$ cat src/rtl/mlcr_pkg.sv
// ----------------------------------------------------------------------------
// mlcr_pkg
// Shared types, constants and width helpers for the line rasterizer.
// ----------------------------------------------------------------------------
`default_nettype none

package mlcr_pkg;

  localparam int COLOR_BITS = 8;
  // one quotient bit per divider iteration
  localparam int DIV_STEPS  = COLOR_BITS;
  localparam int LANES      = 3;

  typedef logic [COLOR_BITS-1:0] color_t;

  typedef struct packed {
    color_t red;
    color_t green;
    color_t blue;
  } rgb_t;

  // slope class of an x-ordered line
  typedef enum logic [1:0] {
    OCT_SHALLOW_UP = 2'd0,   // 0 <= dy <= dx
    OCT_STEEP_UP   = 2'd1,   // dy > dx
    OCT_SHALLOW_DN = 2'd2,   // -dx <= dy < 0
    OCT_STEEP_DN   = 2'd3    // dy < -dx
  } octant_t;

  // width of one classified line command in the front-to-back queue
  function automatic int cmd_bits(input int coord_bits);
    return 6 * coord_bits + 11 + 6 * COLOR_BITS;
  endfunction

  // width of one pixel beat in the result queue
  function automatic int pix_bits(input int coord_bits);
    return 2 * coord_bits + LANES * COLOR_BITS + 1;
  endfunction

endpackage

`default_nettype wire

$ cat src/rtl/mlcr_fifo.sv
// ----------------------------------------------------------------------------
// mlcr_fifo
// Small show-ahead queue with full and empty flags.
// ----------------------------------------------------------------------------
`default_nettype none

module mlcr_fifo #(
  parameter int WIDTH = 8,
  parameter int DEPTH = 2
) (
  input  logic             clk,
  input  logic             rst_n,
  input  logic             push,
  input  logic [WIDTH-1:0] wr_data,
  output logic             full,
  input  logic             pop,
  output logic [WIDTH-1:0] rd_data,
  output logic             empty
);

  localparam int AW   = (DEPTH > 1) ? $clog2(DEPTH) : 1;
  localparam int CNTW = $clog2(DEPTH + 1);

  logic [WIDTH-1:0] mem [DEPTH];
  logic [AW-1:0]    wr_ptr_r;
  logic [AW-1:0]    rd_ptr_r;
  logic [CNTW-1:0]  count_r;
  logic             wr_en;
  logic             rd_en;

  assign full    = (count_r == CNTW'(DEPTH));
  assign empty   = (count_r == '0);
  assign wr_en   = push && !full;
  assign rd_en   = pop && !empty;
  assign rd_data = mem[rd_ptr_r];

  always_ff @(posedge clk) begin
    if (wr_en) begin
      mem[wr_ptr_r] <= wr_data;
    end
  end

  always_ff @(posedge clk) begin
    if (!rst_n) begin
      wr_ptr_r <= '0;
      rd_ptr_r <= '0;
      count_r  <= '0;
    end else begin
      if (wr_en) begin
        wr_ptr_r <= (wr_ptr_r == AW'(DEPTH - 1)) ? '0 : wr_ptr_r + 1'b1;
      end
      if (rd_en) begin
        rd_ptr_r <= (rd_ptr_r == AW'(DEPTH - 1)) ? '0 : rd_ptr_r + 1'b1;
      end
      unique case ({wr_en, rd_en})
        2'b10:   count_r <= count_r + 1'b1;
        2'b01:   count_r <= count_r - 1'b1;
        default: count_r <= count_r;
      endcase
    end
  end

endmodule

`default_nettype wire

$ cat src/rtl/mlcr_front.sv
// ----------------------------------------------------------------------------
// mlcr_front
// Orders endpoints by x, classifies slope octant, sets up decision terms.
// ----------------------------------------------------------------------------
`default_nettype none

module mlcr_front #(
  parameter int COORD_BITS = 6
) (
  input  logic                                        in_push,
  output logic                                        in_full,
  input  logic signed [COORD_BITS-1:0]                in_start_x,
  input  logic signed [COORD_BITS-1:0]                in_start_y,
  input  logic signed [COORD_BITS-1:0]                in_end_x,
  input  logic signed [COORD_BITS-1:0]                in_end_y,
  input  mlcr_pkg::color_t                            in_start_red,
  input  mlcr_pkg::color_t                            in_start_green,
  input  mlcr_pkg::color_t                            in_start_blue,
  input  mlcr_pkg::color_t                            in_end_red,
  input  mlcr_pkg::color_t                            in_end_green,
  input  mlcr_pkg::color_t                            in_end_blue,
  input  logic                                        q_full,
  output logic                                        q_push,
  output logic [mlcr_pkg::cmd_bits(COORD_BITS)-1:0]   q_data
);

  import mlcr_pkg::*;

  localparam int CW = COORD_BITS;
  localparam int DW = COORD_BITS + 3;

  typedef struct packed {
    logic signed [CW-1:0] x0;
    logic signed [CW-1:0] y0;
    logic [CW-1:0]        len;
    logic signed [DW-1:0] d0;
    logic signed [DW-1:0] inc_a;    // axis-only step
    logic signed [DW-1:0] inc_b;    // diagonal step
    octant_t              oct;
    rgb_t                 c0;
    rgb_t                 c1;
  } cmd_t;

  logic                 swap;
  logic signed [CW-1:0] x0, y0, x1, y1;
  rgb_t                 ca, cb;
  logic signed [DW-1:0] dx, dy, ady, dx2, dy2, len_w;
  logic                 degenerate;
  cmd_t                 cmd;

  assign swap = (in_start_x > in_end_x);
  assign x0   = swap ? in_end_x   : in_start_x;
  assign y0   = swap ? in_end_y   : in_start_y;
  assign x1   = swap ? in_start_x : in_end_x;
  assign y1   = swap ? in_start_y : in_end_y;

  assign ca = swap ? rgb_t'{red: in_end_red, green: in_end_green, blue: in_end_blue}
                   : rgb_t'{red: in_start_red, green: in_start_green, blue: in_start_blue};
  assign cb = swap ? rgb_t'{red: in_start_red, green: in_start_green, blue: in_start_blue}
                   : rgb_t'{red: in_end_red, green: in_end_green, blue: in_end_blue};

  assign dx  = DW'(x1) - DW'(x0);
  assign dy  = DW'(y1) - DW'(y0);
  assign ady = dy[DW-1] ? -dy : dy;
  assign dx2 = dx + dx;
  assign dy2 = dy + dy;

  assign degenerate = (dx == '0) && (dy == '0);

  always_comb begin
    cmd    = '0;
    cmd.x0 = x0;
    cmd.y0 = y0;
    cmd.c0 = ca;
    cmd.c1 = cb;
    if (!dy[DW-1]) begin
      cmd.oct = (dy <= dx) ? OCT_SHALLOW_UP : OCT_STEEP_UP;
    end else begin
      cmd.oct = (ady <= dx) ? OCT_SHALLOW_DN : OCT_STEEP_DN;
    end
    unique case (cmd.oct)
      OCT_SHALLOW_UP: begin
        cmd.d0    = dy2 - dx;
        cmd.inc_a = dy2;
        cmd.inc_b = dy2 - dx2;
        len_w     = dx;
      end
      OCT_STEEP_UP: begin
        cmd.d0    = dx2 - dy;
        cmd.inc_a = dx2;
        cmd.inc_b = dx2 - dy2;
        len_w     = ady;
      end
      OCT_SHALLOW_DN: begin
        cmd.d0    = dy2 + dx;
        cmd.inc_a = dy2;
        cmd.inc_b = dy2 + dx2;
        len_w     = dx;
      end
      OCT_STEEP_DN: begin
        cmd.d0    = dx2 + dy;
        cmd.inc_a = dx2;
        cmd.inc_b = dx2 + dy2;
        len_w     = ady;
      end
    endcase
    cmd.len = len_w[CW-1:0];
  end

  // a zero-length line is taken and dropped here
  assign in_full = q_full;
  assign q_push  = in_push && !q_full && !degenerate;
  assign q_data  = cmd;

endmodule

`default_nettype wire

$ cat src/rtl/mlcr_back.sv
// ----------------------------------------------------------------------------
// mlcr_back
// Color step divider and midpoint walker, one pixel per cycle while walking and the pixel queue has room.
// ----------------------------------------------------------------------------
`default_nettype none

module mlcr_back #(
  parameter int COORD_BITS = 6
) (
  input  logic                                        clk,
  input  logic                                        rst_n,
  input  logic                                        q_empty,
  input  logic [mlcr_pkg::cmd_bits(COORD_BITS)-1:0]   q_data,
  output logic                                        q_pop,
  input  logic                                        pix_full,
  output logic                                        pix_push,
  output logic signed [COORD_BITS-1:0]                pix_x,
  output logic signed [COORD_BITS-1:0]                pix_y,
  output mlcr_pkg::color_t                            pix_red,
  output mlcr_pkg::color_t                            pix_green,
  output mlcr_pkg::color_t                            pix_blue,
  output logic                                        pix_last
);

  import mlcr_pkg::*;

  localparam int CW  = COORD_BITS;
  localparam int DW  = COORD_BITS + 3;
  localparam int DCW = $clog2(DIV_STEPS);

  typedef struct packed {
    logic signed [CW-1:0] x0;
    logic signed [CW-1:0] y0;
    logic [CW-1:0]        len;
    logic signed [DW-1:0] d0;
    logic signed [DW-1:0] inc_a;
    logic signed [DW-1:0] inc_b;
    octant_t              oct;
    rgb_t                 c0;
    rgb_t                 c1;
  } cmd_t;

  typedef enum logic [1:0] {S_IDLE, S_DIV, S_FIX, S_WALK} state_t;

  state_t               state_r;
  cmd_t                 cmd_r;
  cmd_t                 q_cmd;
  logic [DCW-1:0]       div_cnt_r;

  // per channel: divider, step (qd, rd), running quotient and remainder
  logic [CW-1:0]        div_rem_r [LANES];
  color_t               div_quo_r [LANES];
  logic                 neg_r     [LANES];
  color_t               qd_r      [LANES];
  logic [CW-1:0]        rd_r      [LANES];
  color_t               q_r       [LANES];
  logic [CW-1:0]        r_r       [LANES];

  logic signed [CW-1:0] x_r, y_r;
  logic signed [DW-1:0] d_r;
  logic [CW-1:0]        k_r;

  color_t               in_c0     [LANES];
  color_t               in_c1     [LANES];
  color_t               mag       [LANES];
  logic                 neg       [LANES];
  logic [CW-1:0]        div_rem_nxt [LANES];
  color_t               div_quo_nxt [LANES];
  color_t               qd_fix    [LANES];
  logic [CW-1:0]        rd_fix    [LANES];
  color_t               q_nxt     [LANES];
  logic [CW-1:0]        r_nxt     [LANES];

  logic signed [CW-1:0] x_nxt, y_nxt;
  logic signed [DW-1:0] d_nxt;
  logic                 diag;
  logic                 walk_go;
  logic                 last;

  assign q_cmd = q_data;

  always_comb begin
    logic [COLOR_BITS:0] delta;
    logic [CW:0]         shifted;
    logic [CW:0]         rsum;
    logic                wrap;
    in_c0[0] = q_cmd.c0.red;
    in_c0[1] = q_cmd.c0.green;
    in_c0[2] = q_cmd.c0.blue;
    in_c1[0] = q_cmd.c1.red;
    in_c1[1] = q_cmd.c1.green;
    in_c1[2] = q_cmd.c1.blue;
    for (int i = 0; i < LANES; i++) begin
      // delta = c1 - c0 split into sign and magnitude for the divider
      delta  = {1'b0, in_c1[i]} - {1'b0, in_c0[i]};
      neg[i] = delta[COLOR_BITS];
      mag[i] = neg[i] ? COLOR_BITS'(-delta) : delta[COLOR_BITS-1:0];

      // restoring divide step, |delta| / len
      shifted = {div_rem_r[i], div_quo_r[i][COLOR_BITS-1]};
      if (shifted >= {1'b0, cmd_r.len}) begin
        div_rem_nxt[i] = CW'(shifted - {1'b0, cmd_r.len});
        div_quo_nxt[i] = {div_quo_r[i][COLOR_BITS-2:0], 1'b1};
      end else begin
        div_rem_nxt[i] = shifted[CW-1:0];
        div_quo_nxt[i] = {div_quo_r[i][COLOR_BITS-2:0], 1'b0};
      end

      // floor division for a negative delta; quotient kept mod 2^8
      if (neg_r[i] && (div_rem_r[i] != '0)) begin
        qd_fix[i] = ~div_quo_r[i];
        rd_fix[i] = cmd_r.len - div_rem_r[i];
      end else begin
        qd_fix[i] = neg_r[i] ? -div_quo_r[i] : div_quo_r[i];
        rd_fix[i] = div_rem_r[i];
      end

      // color advance by one major-axis step
      rsum = {1'b0, r_r[i]} + {1'b0, rd_r[i]};
      wrap = (rsum >= {1'b0, cmd_r.len});
      r_nxt[i] = wrap ? CW'(rsum - {1'b0, cmd_r.len}) : rsum[CW-1:0];
      q_nxt[i] = q_r[i] + qd_r[i] + COLOR_BITS'(wrap);
    end
  end

  // midpoint step
  always_comb begin
    if (cmd_r.oct == OCT_SHALLOW_DN) begin
      diag = d_r[DW-1] || (d_r == '0);
    end else begin
      diag = !d_r[DW-1] && (d_r != '0);
    end
    d_nxt = d_r + (diag ? cmd_r.inc_b : cmd_r.inc_a);
    unique case (cmd_r.oct)
      OCT_SHALLOW_UP: begin
        x_nxt = x_r + 1'b1;
        y_nxt = y_r + CW'(diag);
      end
      OCT_STEEP_UP: begin
        x_nxt = x_r + CW'(diag);
        y_nxt = y_r + 1'b1;
      end
      OCT_SHALLOW_DN: begin
        x_nxt = x_r + 1'b1;
        y_nxt = y_r - CW'(diag);
      end
      OCT_STEEP_DN: begin
        x_nxt = x_r + CW'(diag);
        y_nxt = y_r - 1'b1;
      end
    endcase
  end

  assign q_pop    = (state_r == S_IDLE) && !q_empty;
  assign walk_go  = (state_r == S_WALK) && !pix_full;
  assign last     = (k_r == cmd_r.len);

  assign pix_push  = walk_go;
  assign pix_x     = x_nxt;
  assign pix_y     = y_nxt;
  assign pix_red   = q_nxt[0];
  assign pix_green = q_nxt[1];
  assign pix_blue  = q_nxt[2];
  assign pix_last  = last;

  always_ff @(posedge clk) begin
    if (!rst_n) begin
      state_r   <= S_IDLE;
      div_cnt_r <= '0;
    end else begin
      unique case (state_r)
        S_IDLE: begin
          if (q_pop) begin
            cmd_r     <= q_cmd;
            div_cnt_r <= '0;
            for (int i = 0; i < LANES; i++) begin
              div_rem_r[i] <= '0;
              div_quo_r[i] <= mag[i];
              neg_r[i]     <= neg[i];
            end
            state_r <= S_DIV;
          end
        end
        S_DIV: begin
          for (int i = 0; i < LANES; i++) begin
            div_rem_r[i] <= div_rem_nxt[i];
            div_quo_r[i] <= div_quo_nxt[i];
          end
          div_cnt_r <= div_cnt_r + 1'b1;
          if (div_cnt_r == DCW'(DIV_STEPS - 1)) begin
            state_r <= S_FIX;
          end
        end
        S_FIX: begin
          for (int i = 0; i < LANES; i++) begin
            qd_r[i] <= qd_fix[i];
            rd_r[i] <= rd_fix[i];
            r_r[i]  <= cmd_r.len >> 1;
          end
          q_r[0]  <= cmd_r.c0.red;
          q_r[1]  <= cmd_r.c0.green;
          q_r[2]  <= cmd_r.c0.blue;
          x_r     <= cmd_r.x0;
          y_r     <= cmd_r.y0;
          d_r     <= cmd_r.d0;
          k_r     <= CW'(1);
          state_r <= S_WALK;
        end
        S_WALK: begin
          if (walk_go) begin
            for (int i = 0; i < LANES; i++) begin
              q_r[i] <= q_nxt[i];
              r_r[i] <= r_nxt[i];
            end
            x_r <= x_nxt;
            y_r <= y_nxt;
            d_r <= d_nxt;
            k_r <= k_r + 1'b1;
            if (last) begin
              state_r <= S_IDLE;
            end
          end
        end
      endcase
    end
  end

endmodule

`default_nettype wire

$ cat src/rtl/midpoint_line_color_raster.sv
// ----------------------------------------------------------------------------
// midpoint_line_color_raster
// Midpoint line rasterizer with linear RGB interpolation along the line.
// ----------------------------------------------------------------------------
// Usage:
//   Input channel: one line command per beat (two signed endpoints and an RGB
//   color at each end), pushed with in_push while in_full is low.
//   Result channel: one pixel per beat, read with out_pop while out_empty is
//   low; out_last_pixel marks the final pixel of a line. The start cell is
//   never emitted; a line with equal endpoints emits nothing.
//   The front classifies a command in the cycle it is pushed and parks it in
//   a two-entry command queue, so a second command can be taken while the
//   back is still drawing.
//   Back sequence per line of major length L: a load step, the three-channel
//   color step divider (one per channel, stepped together), a setup step,
//   then L pixels at one per cycle while the pixel queue has room. The back
//   takes the next line from the command queue only after the last pixel
//   of the current one.
//   When the receiver stops popping, the two-entry pixel queue fills and the
//   walker holds its position; nothing is lost.
//   Reset (rst_n low, synchronous) empties both queues and idles the walker.
// ----------------------------------------------------------------------------
`default_nettype none

module midpoint_line_color_raster #(
  parameter int COORD_BITS = 6
) (
  input  logic                         clk,
  input  logic                         rst_n,
  // command channel
  input  logic                         in_push,
  output logic                         in_full,
  input  logic signed [COORD_BITS-1:0] in_start_x,
  input  logic signed [COORD_BITS-1:0] in_start_y,
  input  logic signed [COORD_BITS-1:0] in_end_x,
  input  logic signed [COORD_BITS-1:0] in_end_y,
  input  mlcr_pkg::color_t             in_start_red,
  input  mlcr_pkg::color_t             in_start_green,
  input  mlcr_pkg::color_t             in_start_blue,
  input  mlcr_pkg::color_t             in_end_red,
  input  mlcr_pkg::color_t             in_end_green,
  input  mlcr_pkg::color_t             in_end_blue,
  // pixel channel
  output logic                         out_empty,
  input  logic                         out_pop,
  output logic signed [COORD_BITS-1:0] out_pixel_x,
  output logic signed [COORD_BITS-1:0] out_pixel_y,
  output mlcr_pkg::color_t             out_pixel_red,
  output mlcr_pkg::color_t             out_pixel_green,
  output mlcr_pkg::color_t             out_pixel_blue,
  output logic                         out_last_pixel
);

  import mlcr_pkg::*;

  localparam int CMDW  = cmd_bits(COORD_BITS);
  localparam int PIXW  = pix_bits(COORD_BITS);
  localparam int QDEPTH = 2;

  // front -> command queue
  logic                  cq_push;
  logic                  cq_full;
  logic [CMDW-1:0]       cq_wdata;
  // command queue -> back
  logic                  cq_pop;
  logic                  cq_empty;
  logic [CMDW-1:0]       cq_rdata;
  // back -> pixel queue
  logic                  pq_push;
  logic                  pq_full;
  logic signed [COORD_BITS-1:0] px_x, px_y;
  color_t                px_red, px_green, px_blue;
  logic                  px_last;
  logic [PIXW-1:0]       pq_rdata;

  mlcr_front #(.COORD_BITS(COORD_BITS)) u_front (
    .in_push        (in_push),
    .in_full        (in_full),
    .in_start_x     (in_start_x),
    .in_start_y     (in_start_y),
    .in_end_x       (in_end_x),
    .in_end_y       (in_end_y),
    .in_start_red   (in_start_red),
    .in_start_green (in_start_green),
    .in_start_blue  (in_start_blue),
    .in_end_red     (in_end_red),
    .in_end_green   (in_end_green),
    .in_end_blue    (in_end_blue),
    .q_full         (cq_full),
    .q_push         (cq_push),
    .q_data         (cq_wdata)
  );

  mlcr_fifo #(.WIDTH(CMDW), .DEPTH(QDEPTH)) u_cmd_q (
    .clk     (clk),
    .rst_n   (rst_n),
    .push    (cq_push),
    .wr_data (cq_wdata),
    .full    (cq_full),
    .pop     (cq_pop),
    .rd_data (cq_rdata),
    .empty   (cq_empty)
  );

  mlcr_back #(.COORD_BITS(COORD_BITS)) u_back (
    .clk       (clk),
    .rst_n     (rst_n),
    .q_empty   (cq_empty),
    .q_data    (cq_rdata),
    .q_pop     (cq_pop),
    .pix_full  (pq_full),
    .pix_push  (pq_push),
    .pix_x     (px_x),
    .pix_y     (px_y),
    .pix_red   (px_red),
    .pix_green (px_green),
    .pix_blue  (px_blue),
    .pix_last  (px_last)
  );

  mlcr_fifo #(.WIDTH(PIXW), .DEPTH(QDEPTH)) u_pix_q (
    .clk     (clk),
    .rst_n   (rst_n),
    .push    (pq_push),
    .wr_data ({px_x, px_y, px_red, px_green, px_blue, px_last}),
    .full    (pq_full),
    .pop     (out_pop),
    .rd_data (pq_rdata),
    .empty   (out_empty)
  );

  assign {out_pixel_x, out_pixel_y, out_pixel_red, out_pixel_green,
          out_pixel_blue, out_last_pixel} = pq_rdata;

endmodule

`default_nettype wire

$ cat config.mk
export PLATFORM = sky130hd
export DESIGN_NAME = midpoint_line_color_raster
export DESIGN_NICKNAME = d
export VERILOG_FILES = /design/src/rtl/mlcr_pkg.sv /design/src/rtl/mlcr_fifo.sv /design/src/rtl/mlcr_front.sv /design/src/rtl/mlcr_back.sv /design/src/rtl/midpoint_line_color_raster.sv
export SDC_FILE = /design/constraint.sdc
export NUM_CORES = 1
export LEC_CHECK = 0
export BUFFER_PORTS_ARGS = -buffer_cell sky130_fd_sc_hd__buf_2
export CAP_MARGIN = 20
export CORE_ASPECT_RATIO = 1.1
export CORE_MARGIN = 2
export CORE_UTILIZATION = 68
export DETAILED_ROUTE_END_ITERATION = 10
export PLACE_DENSITY_LB_ADDON = 0.08
export SLEW_MARGIN = 15
export SYNTH_ARGS = -nofsm -noshare
export SYNTH_HDL_FRONTEND = slang
export SYNTH_SLANG_ARGS = --single-unit
$ cat constraint.sdc
create_clock -name clk -period 13.3 [get_ports clk]
set_clock_uncertainty 0.2 [all_clocks]
set_input_delay 1.33 -clock clk [delete_from_list [all_inputs] [get_ports clk]]
set_output_delay 1.33 -clock clk [all_outputs]
set_load 0.005 [all_outputs]
### Word-level counts from Yosys, hierarchy flattened

Memories as Yosys holds them, arrays and structs flattened. A register that Yosys moved wholly into a read port is not among the register bits.
Cells that the tools add are included.
Widths: inputs -> output; s select.

| storage, ports and cells | value |
|---|---|
| memories | 9 |
| output and inout port bits | 39 |
| RAM bits | 393 |
| register bits after elaboration | 111 |

Memories:

| name | depth | width | rd ports | clocked after Yosys merged registers in | wr ports | line | text |
|---|---|---|---|---|---|---|---|
| u_cmd_q.mem | 2 | 95 | 1 | 1 | 1 | mlcr_fifo.sv:24 | `logic [WIDTH-1:0] mem [DEPTH];` |
| u_pix_q.mem | 2 | 37 | 1 | 1 | 1 | mlcr_fifo.sv:24 |  |
| u_back.div_quo_r | 3 | 8 | 3 | 0 | 3 | mlcr_back.sv:52 | `color_t div_quo_r [LANES];` |
| u_back.q_r | 3 | 8 | 3 | 0 | 3 | mlcr_back.sv:56 | `color_t q_r [LANES];` |
| u_back.qd_r | 3 | 8 | 3 | 0 | 3 | mlcr_back.sv:54 | `color_t qd_r [LANES];` |
| u_back.div_rem_r | 3 | 6 | 3 | 0 | 3 | mlcr_back.sv:51 | `logic [CW-1:0] div_rem_r [LANES];` |
| +3 memories | n/a | n/a | n/a | n/a | n/a | n/a |  |

| cells by class | value |
|---|---|
| $add $sub $neg | 56 |
| bitwise logic cells | 15 |
| equal/unequal tests | 21 |
| muxes and demuxes | 92 |
| $lt $le $gt $ge | 9 |
| reduce and logical (&&, ||, !) cells | 44 |

Operators by type and width:

| kind | count |
|---|---|
| $mux 6 | 22 |
| $mux 8 | 15 |
| $pmux 27 s4 | 1 |
| $pmux 6 s2 | 5 |
| $sub 6x6->6 | 9 |
| $mux 24 | 2 |
| $neg 8->8 | 6 |
| $sub 8x8->9 | 5 |
| $ge 7x6->1 | 6 |
| $mux 1 | 32 |
| $logic_not 9->1 | 3 |
| $mux 9 | 3 |
| $add 8x1->8 | 3 |
| $add 8x8->8 | 3 |
| $not 8->8 | 3 |
| $pmux 6 s4 | 1 |
| $add 6x6->7 | 3 |
| $eq 2x2->1 const B | 10 |
| $add 6x1->6 const B | 3 |
| $add 8x7->9 | 2 |
| $pmux 9 s2 | 1 |
| $reduce_bool 6->1 | 3 |
| $sub 8x7->9 | 2 |
| $add 7x7->8 | 2 |
| other kinds (35) | 92 |

### Logic depth before layout (Yosys ltp)

Gate-level depths: netlist of run 1.

| logic depth | value |
|---|---|
| depth in word-level cells | 11 |
| mapped depth | 43 |
| depth with buffers taken out | 37 |

### Cells and area by module

Synthesis of run 1 repeated with hierarchy kept, for this count alone.

| unflattened totals | value |
|---|---|
| cells, all modules | 2500 |
| area total of the unflattened synthesis | 29169.2 um2 |

Modules (own cells, without submodules):

| module | area each (um2) | seq. area each (um2) | cells an instance | times used |
|---|---|---|---|---|
| mlcr_back | 14956.8 | 6916.6 | 1394 | 1 |
| mlcr_fifo at u_cmd_q | 7099.3 | 5805.6 | 322 | 1 |
| mlcr_front | 4217.8 | 0.0 | 643 | 1 |
| mlcr_fifo at u_pix_q | 2895.3 | 2322.2 | 141 | 1 |

### Worst setup path after synthesis of run 1

No wires, ideal clock.

| path | value |
|---|---|
| kind | input to register |
| start point | input port in_end_x[5] |
| end point | memory u_cmd_q.mem[0][0] (netlist bit) (enable) |
| stages | 24 |
| library setup time | 0.545 ns |
| setup slack | 3.694 ns |
| arrival time | 8.862 ns |
| path buffers | 6 |
| cells stage by stage | inv_1 -> ha_1 -> buf_4 -> or3b_1 -> buf_2 -> o31ai_4 -> buf_6 -> clkbuf_1 -> nand2_1 -> nor2_1 -> a21oi_1 -> ha_1 -> nand2_1 -> o21ai_0 -> nor3_2 -> a21oi_1 -> a31o_1 -> buf_6 -> buf_2 -> and4_1 -> ha_1 -> a21oi_1 -> nand2_1 -> nor2_1 |

| on the way | value |
|---|---|
| word-level cells in the longest chain between the ends | 10 |
| elaborated cells between the ends (all ways) | 15 |

RTL lines:

| item | line | text |
|---|---|---|
| start: declaration | midpoint_line_color_raster.sv:35 | `input logic signed [COORD_BITS-1:0] in_end_x,` |
| $gt 6x6->1 | mlcr_front.sv:51 | `assign swap = (in_start_x > in_end_x);` |
| $mux 6, on equally long branches | n/a |  |
| $sub 6x6->7, on equally long branches | mlcr_front.sv:62, mlcr_front.sv:63 |  |
| $logic_not 9->1 | mlcr_front.sv:68 | `assign degenerate = (dx == '0) && (dy == '0);` |
| $logic_and 1x1->1 * | mlcr_front.sv:68 |  |
| $logic_not 1->1 * | mlcr_front.sv:112 | `assign q_push = in_push && !q_full && !degenerate;` |
| $logic_and 1x1->1 * | mlcr_front.sv:112 |  |
| $logic_and 1x1->1 * | mlcr_fifo.sv:33 | `assign wr_en = push && !full;` |
| $mux 1 * | mlcr_fifo.sv:38 | `if (wr_en) begin` |
| $mux 1 (not written as such) * | mlcr_fifo.sv:39 | `mem[wr_ptr_r] <= wr_data;` |
| end: declaration | mlcr_fifo.sv:24 |  |

Every way passes the cells marked *; elsewhere a longest branch is shown, timed or not.

### Final worst setup path of run 1

| path | value |
|---|---|
| start point | input port in_end_x[5] |
| end point | memory u_cmd_q.mem[1][76] (netlist bit) (data pin) |

| on the way | value |
|---|---|
| word-level cells in the longest chain between the ends | 10 |
| elaborated cells between the ends (all ways) | 25 |

RTL lines:

| item | line | text |
|---|---|---|
| $gt 6x6->1 | mlcr_front.sv:51 |  |
| $mux 6, on equally long branches | mlcr_front.sv:55, mlcr_front.sv:53 |  |
| $sub 6x6->7 | mlcr_front.sv:63 | `assign dy = DW'(y1) - DW'(y0);` |
| $neg 7->9 | mlcr_front.sv:64 | `assign ady = dy[DW-1] ? -dy : dy;` |
| $mux 9 | mlcr_front.sv:64 |  |
| $le 9x7->1 | mlcr_front.sv:79 | `cmd.oct = (ady <= dx) ? OCT_SHALLOW_DN : OCT_STEEP_DN;` |
| $mux 1 | mlcr_front.sv:79 |  |
| $mux 2 | mlcr_front.sv:76 | `if (!dy[DW-1]) begin` |
| $eq 2x2->1 (tied with other cells) | mlcr_front.sv:81 | `unique case (cmd.oct)` |
| $pmux 27 s4 * | mlcr_front.sv:81 |  |
| named net cq_wdata[76] | midpoint_line_color_raster.sv:63 | `logic [CMDW-1:0] cq_wdata;` |

Mark *: on every way through the listed nets, which the timed path passes. The rest lies on a longest branch.

==> impl_metrics.yaml, run 1 <==
cts:
  cts_tree: "yes"
  clk_pin_slew_ns: 0.06
  clockBufferDepth: 3
  h-tree-depth: 2
  cts.sinks: 497
  ctsResizeCount: 0
  clk_latency_ns: 0.60
  clock-root-buffer: "clkbuf_16"
  cts_hold_buf: 0
  cts_made_buffers: 50
  postCtsSetupBuffers: 0
status:
  status: "finished, final reports clean"
floorplan:
  fp.dieArea_sq_um: 43100
  start_util_pct: 68.6
  io_pins: 115
  core_area_sq_um: 41100
  die_x_um: 198
  rows: 78
  die_h_um: 217
worst_setup_path:
  r2r_slack_ns: 7.29
  arrival_ns: 9.30
  cp_slowest_cell: "o31ai_2"
  path_common_cell: "ha_1"
  worstSetupStartpointType: "input port"
  critical_path_class: "in2reg"
  cp-end-kind: "flip-flop"
  cp_max_fo: 9
  cp.required_ns: 13.52
  reg2reg_depth: 19
  slowest_delay_ns: 0.64
layout:
  antennaDiodeCount: 0
  final_core_util_pct: 75.4
  layout.nets: 2824
  regArea_sq_um: 14800
  syn_to_final_growth_pct: 9.89
  fin_cells: 3119
  multi_input_area_sq_um: 12600
  num-fill-cells: 2702
  drive_gt1_share_pct: 15.6
drt:
  viasPerCell: 5.93
  ant_nets: 0
  wl_per_cell_um: 20.2
  wl_um: 63000
  drcViolationCount: 0
  dr.pass1.iters: 6
  drtIter0Drc: 1148
  dr_total_vias: 18490
yosys:
  async_flop_share_pct: 0
  synth_commonest_cells: "edfxtp_1, nand2_1, ha_1"
  syn_area_sq_um: 28200
  synth_area_leaders: "edfxtp_1, ha_1, mux2_2"
  ys_seq_elements: 497
  synth.most_common_cell: "edfxtp_1"
  syn_inst: 2408
  synth_seq_area_share_pct: 52.4
  avgSynthCellArea_sq_um: 11.7
  synth-edff-count: 482
  synth_top_area_share_pct: 51.4
  synth_ff_type: "edfxtp_1"
  yosysTopAreaCell: "edfxtp_1"
  synth-warning-count: 0
  synth_cell_types: 82
  syn_nets: 2712
timing:
  hold_viol_final: 0
  min_period_over_period_pct: 68.3
  timing.fmax_ghz: 0.110
  drv_slew: 0
  rsz0062_at_grt: "false"
  tightestPinTransition_ns: 1.09
  final.setup.worst_slack_ns: 4.21
  finalSetupViolations: 0
  period_minus_slack_ns: 9.09
  max_slew_margin_pct: 27.6
  tns_ns: 0
min_path:
  hold_path.class: "reg2reg"
  whs_path_depth: 2
power:
  total_power_mw: 7.19
  p_leak_nw: 12.3
  powerDensity_nw_per_um2: 232
  irDropWorstVdd_mv: 0.175
global_routing:
  gr-total-overflow: 0
  grt_pass1_vias: 18383
  track_usage_pct: 29.4
  grt_pass1_wl_um: 97400
  antenna_found_initial: 0
  grt_max_degree: 75
job:
  cap_violations: 0
place:
  post-dp-hpwl_um: 44900
  place_inst: 3026
  portBuffers: 114
  gp_congestion: 0.912
  dp_slack_ns: 3.33
## power by group
part	switching, mW	leakage, nW	internal, mW
clock network	0.591	0.770	0.784
registers	0.219	4.57	2.34
logic	1.90	6.91	1.36
## worst paths after layout
path	start	end
max reg2reg	u_back.cmd_r[78]	u_back.q_r[0][23]
min reg2reg	u_cmd_q.count_r[1]	u_cmd_q.count_r[1]
max	in_end_x[5]	u_cmd_q.mem[1][76]
min	u_cmd_q.count_r[1]	u_cmd_q.count_r[1]
## layout make-up
cell class,count,share of cell area [%]
flip-flops and latches,497,47.7
multi-input cells,1684,40.5
clock buffers,62,4.26
repair buffers,137,2.51
well taps,560,2.26
inverters,150,1.83
clock inverters,29,0.869
## cell usage in the layout, fill, tap and decap left out, drive strengths merged, types with 62 or more instances in the layout
master	count
nand2	329
mux2	144
buf	137
clkbuf	62
inv	154
xnor2	134
o21ai	89
a21oi	140
ha	200
nor2	147
edfxtp	482
## sequential cells by signal, summed over array words and instances, names as in the netlist, 2 cells and up, named ones only
register and cells:
u_cmd_q.mem 184, u_back.y_r 6, u_cmd_q.count_r 2, u_back.qd_r 24, u_back.x_r 6, u_back.d_r 9
u_pix_q.mem 74, u_back.div_quo_r 24, u_back.k_r 6, u_back.state_r 2, u_back.r_r 18, u_back.neg_r 3
u_pix_q.count_r 2, u_back.div_cnt_r 3, u_back.q_r 24, u_back.rd_r 18, u_back.cmd_r 68, u_back.div_rem_r 18
## critical path: cells and delay by family
kind	cells	cell delay, ns
AND/OR/NAND/NOR	11	2.46
adder cells (fa/ha/maj)	5	1.38
buffers and inverters	3	0.38
XOR/XNOR	3	0.89
AO/OA/AOI/OAI	12	2.84
## cell families after synthesis
kind of cell	share of synthesized area, %
simple gates	10.3
flops	52.4
compound gates	9.19
fa+ha+maj	11.0
buf+inv	3.18
mux	7.86
xor+xnor	5.99
## stage by stage
| stage | hold slack, ns | instance area (sq um) |
|---|---|---|
| after floorplan | 0.273 | 28200 |
| after global placement | 0.282 | 29300 |
| after detailed placement | 0.305 | 29300 |
| after CTS | 0.317 | 30900 |
| after global routing | 0.348 | 31000 |
| final | 0.314 | 31000 |
## metal layers
layer	GRT usage (%)	share of wire (%)
met2	51.2	50
met1	37.7	42
met3	3.84	4.9
met5	0	0
met4	11.1	3.6
Power figures use the tool's default switching activity.
==> run 2: changes to the inputs <==
- CORE_UTILIZATION: 68 -> 63
- clock period: 13.3 -> 9.1 ns (I/O delays scaled with it)
==> run 2 against run 1 <==
Clock power increased by 49%. Global-route usage decreased by 1.6 points. Non-clock buffer count increased by 8. Hold slack got worse by 0.0030 ns. Utilization decreased by 5.0 points. Largest power group unchanged.
==> impl_metrics.yaml, run 2 (synthesis gave the netlist of run 1 again) <==
status:
  status: "finished, final reports clean"
drt:
  wl_per_cell_um: 20.3
  drcViolationCount: 0
  viasPerCell: 5.82
  wl_um: 63900
  dr.pass1.iters: 7
  drtIter0Drc: 1314
  ant_nets: 0
  dr_total_vias: 18326
timing:
  tns_ns: 0
  drv_slew: 0
  max_slew_margin_pct: 29.3
  period_minus_slack_ns: 8.28
  rsz0062_at_grt: "false"
  min_period_over_period_pct: 91.0
  tightestPinTransition_ns: 1.06
  timing.fmax_ghz: 0.121
  finalSetupViolations: 0
  holdWs_ns: 0.311
  hold_viol_final: 0
power:
  seq_power_share_pct: 35.0
  power.share.clock_pct: 19.4
  switching_share_pct: 37.7
  p_leak_nw: 12.3
  p_int_mw: 6.62
  total_power_mw: 10.6
  powerDensity_nw_per_um2: 341
  power_frac_comb_pct: 45.6
  irDropWorstVdd_mv: 0.243
  p_switching_mw: 4.00
global_routing:
  grt_max_degree: 75
  grt_pass1_vias: 18301
  gr-total-overflow: 0
  antenna_found_initial: 4
  track_usage_pct: 27.9
  grt_pass1_wl_um: 99000
cts:
  h-tree-depth: 2
  clk_pin_slew_ns: 0.06
  clock-root-buffer: "clkbuf_16"
  clk_latency_ns: 0.61
  cts_tree: "yes"
  ctsResizeCount: 0
  cts_hold_buf: 0
  postCtsSetupBuffers: 0
  cts_made_buffers: 50
  clockBufferDepth: 3
  cts.sinks: 497
worst_setup_path:
  slowest_delay_ns: 0.66
  r2r_slack_ns: 3.14
  cp_max_fo: 74
  path_common_cell: "ha_1"
  cp-end-kind: "flip-flop"
  cp.required_ns: 9.31
  arrival_ns: 8.49
  worstSetupStartpointType: "input port"
  critical_path_class: "in2reg"
  cp_slowest_cell: "buf_4"
layout:
  largest_reg_flops: 184
  final_common_cell: "edfxtp_1"
  num-fill-cells: 3133
  drive_gt1_share_pct: 15.8
  antennaDiodeCount: 0
  layout.nets: 2832
  syn_to_final_growth_pct: 10.5
  top_register: "u_cmd_q.mem"
  final_cell_mix: "edfxtp_1, nand2_1, ha_1"
  largestRegisters: "u_cmd_q.mem (184), u_pix_q.mem (74), u_back.cmd_r (68)"
  design_area_sq_um: 31100
floorplan:
  die_h_um: 226
  io_pins: 115
  fp.dieArea_sq_um: 46400
  rows: 81
  core_area_sq_um: 44300
  die_x_um: 206
  start_util_pct: 63.6
job:
  cap_violations: 0
place:
  gp_congestion: 0.903
  placed_area_sq_um: 29500
  portBuffers: 114
  post-dp-hpwl_um: 46600
min_path:
  hold_path.class: "reg2reg"
==> run 2: routing by layer <==
| metal | track usage, % | wire length [um] |
|---|---|---|
| met1 | 35.5 | 26900 |
| met2 | 47.3 | 31300 |
| met3 | 4.94 | 3350 |
| met4 | 11.0 | 2370 |
| met5 | 0 | 48 |
==> run 2: metrics by stage <==
step	util, %	std cells	worst slack [ns]
final	70.3	3149	0.823
after global routing	70.3	3149	0.205
after CTS	70.3	3148	0.820
after detailed placement	66.6	3056	0.213
after global placement	66.5	3055	0.324
after floorplan	-	2408	0.530
==> run 2: critical path, delay by kind of cell <==
kind,cells,cell delay (ns)
buffers and inverters,4,0.98
AND/OR/NAND/NOR,7,2.02
XOR/XNOR,3,0.72
adder cells (fa/ha/maj),4,1.15
multiplexers,1,0.25
AO/OA/AOI/OAI,10,2.41
==> run 2: power groups by stage <==
stage,Sequential [mW],Clock [mW],Combinational [mW]
floorplan,3.63,0,3.61
global placement,3.74,0,4.61
detailed placement,3.76,0,4.78
CTS,3.72,2.09,4.83
global route,3.77,2.17,5.36
finish,3.72,2.06,4.85
==> run 2: area by class of cell <==
class / instances / area [sq um] / share of cell area [%]
Sequential cell: 497 / 14800 / 47.5
Multi-Input combinational cell: 1684 / 12500 / 40.3
Clock buffer: 61 / 1290 / 4.15
Timing Repair Buffer: 145 / 878 / 2.82
Tap cell: 581 / 727 / 2.33
Inverter: 150 / 566 / 1.82
Clock inverter: 31 / 345 / 1.11
==> run 2: final timing paths <==
check	from	end	cells after the start
setup / recovery	in_end_x[5]	u_cmd_q.mem[1][76]	29
hold / removal	u_cmd_q.count_r[1]	u_cmd_q.count_r[1]	2
setup reg to reg	u_back.cmd_r[78]	u_back.q_r[0][7]	19
hold reg to reg	u_cmd_q.count_r[1]	u_cmd_q.count_r[1]	2
==> run 3: changes to the inputs <==
- CORE_ASPECT_RATIO: 1.1 -> 1.4
==> run 3 against run 2 <==
Worst setup slack better by 0.15 ns. Die area hardly changed. Largest power group unchanged. Combinational power decreased by 3%. Utilization up 0.092 points. Sequential power hardly changed. Total power fell by 1.9%.
==> impl_metrics.yaml, run 3 (synthesis gave the netlist of run 1 again) <==
status:
  status: "finished, final reports clean"
layout:
  final_cell_mix: "edfxtp_1, nand2_1, ha_1"
  top_register: "u_cmd_q.mem"
  drive_gt1_share_pct: 15.8
  num-fill-cells: 3144
  largestRegisters: "u_cmd_q.mem (184), u_pix_q.mem (74), u_back.cmd_r (68)"
  layout.nets: 2831
  fin_cells: 3123
  largest_reg_flops: 184
  syn_to_final_growth_pct: 10.1
  final_common_cell: "edfxtp_1"
worst_setup_path:
  cp.required_ns: 9.28
  reg2reg_depth: 19
  arrival_ns: 8.30
  worstSetupStartpointType: "input port"
  cp-end-kind: "flip-flop"
  crit_cells: 35
  cp_slowest_cell: "or3b_1"
  critical_path_buf_inv_count: 4
  r2r_slack_ns: 2.99
  critical_path_class: "in2reg"
  cp_max_fo: 9
  slowest_delay_ns: 0.51
  critPathTopFamily: "compound AO/OA/AOI/OAI gates"
place:
  place_inst: 3036
  gp_congestion: 0.945
  portBuffers: 114
  dp_slack_ns: 0.443
  post-dp-hpwl_um: 45600
power:
  power.share.clock_pct: 19.2
  p_leak_nw: 12.3
  powerDensity_nw_per_um2: 336
  irDropWorstVdd_mv: 0.267
  seq_power_share_pct: 35.6
  p_int_mw: 6.58
  total_power_mw: 10.4
  power_frac_comb_pct: 45.2
  p_switching_mw: 3.83
  switching_share_pct: 36.8
drt:
  drtIter0Drc: 1034
  dr.pass1.iters: 6
  dr_total_vias: 18231
  viasPerCell: 5.84
  wl_per_cell_um: 19.8
  drcViolationCount: 0
  wl_um: 62000
  ant_nets: 0
cts:
  cts.sinks: 497
  clk_pin_slew_ns: 0.06
  cts_tree: "yes"
  postCtsSetupBuffers: 0
  clock-root-buffer: "clkbuf_16"
  clk_latency_ns: 0.57
  cts_hold_buf: 0
  clockBufferDepth: 3
  h-tree-depth: 2
  cts_made_buffers: 47
  ctsResizeCount: 0
global_routing:
  gr-total-overflow: 0
  track_usage_pct: 27.1
  grt_max_degree: 93
  grt_pass1_wl_um: 97900
  grt_pass1_vias: 18783
  antenna_found_initial: 7
floorplan:
  core_area_sq_um: 44100
  io_pins: 115
  die_h_um: 254
  fp.dieArea_sq_um: 46500
  rows: 91
  start_util_pct: 63.9
  die_x_um: 183
timing:
  tns_ns: 0
  hold_viol_final: 0
  final.setup.worst_slack_ns: 0.974
  rsz0062_at_grt: "false"
  timing.fmax_ghz: 0.123
  period_minus_slack_ns: 8.13
  tightestPinTransition_ns: 1.10
  min_period_over_period_pct: 89.3
  max_slew_margin_pct: 27.0
  holdWs_ns: 0.317
  drv_slew: 0
  finalSetupViolations: 0
min_path:
  hold_path.class: "reg2reg"
  whs_path_depth: 2
job:
  cap_violations: 0
==> run 3: changes by cell type in the layout (fill, tap and decap cells not counted), moves of 2 or more <==
cell       before  now
buf_12          6    3
clkbuf_16      50   48
diode_2         0    2
buf_4          25   30
clkbuf_1       11    5
==> run 3: final timing paths <==
check,startpoint,end
worst max register to register,u_back.cmd_r[78],u_back.q_r[0][23]
worst max-delay path,in_end_x[5],u_cmd_q.mem[1][76]
worst min register to register,u_cmd_q.rd_ptr_r,flip-flop
worst min-delay path,u_cmd_q.rd_ptr_r,flip-flop
==> run 3: cell type report <==
class                      count  area [sq um]  share of cell area [%]
tap                          558           698                    2.25
timing repair buffer         147           856                    2.76
antenna                        2          5.00                  0.0161
sequential                   497         14800                    47.6
inverter                     150           566                    1.82
multi-input combinational   1684         12500                    40.4
clock inverter                32           349                    1.13
clock buffer                  53          1220                    3.93
==> run 3: through the flow <==
| stage | utilization (%) | area (sq um) |
|---|---|---|
| 6_report | 70.4 | 31000 |
| 4_1_cts | 70.4 | 31000 |
| 3_3_place_gp | 66.8 | 29400 |
| 5_1_grt | 70.4 | 31000 |
| 3_5_place_dp | 66.8 | 29400 |
| 2_1_floorplan | - | 28200 |
==> run 3: metal layers <==
layer	up-vias	part of all wire, %	track usage [%]
met5	-	0.048	0
li1	8864	-	-
met4	4	5.1	13.6
met2	405	54	51.3
met3	168	3.4	3.10
met1	8790	38	30.1
==> run 3: worst register-to-register path: stages (launching register included) <==
cell      delay, ns
edfxtp_1       0.79
inv_1          0.58
ha_1           0.49
nor2b_1        0.14
o21ai_0        0.19
a21boi_0       0.16
o21ai_0        0.17
nand2b_1       0.12
a31o_2         0.22
a21oi_1        0.62
inv_1          0.23
fa_1           0.47
a21o_1         0.18
a21oi_1        0.23
o21bai_1       0.09
a21oi_1        0.23
o21bai_1       0.10
a21oi_1        0.19
xnor2_1        0.16
mux2_2         0.29
==> run 3: power by group through the flow <==
stage	logic, mW	clock network [mW]	registers (mW)
6_report	4.71	2.00	3.71
4_1_cts	4.73	2.03	3.71
3_5_place_dp	4.67	0	3.76
3_3_place_gp	4.52	0	3.74
5_1_grt	5.25	2.11	3.76
2_1_floorplan	3.61	0	3.63
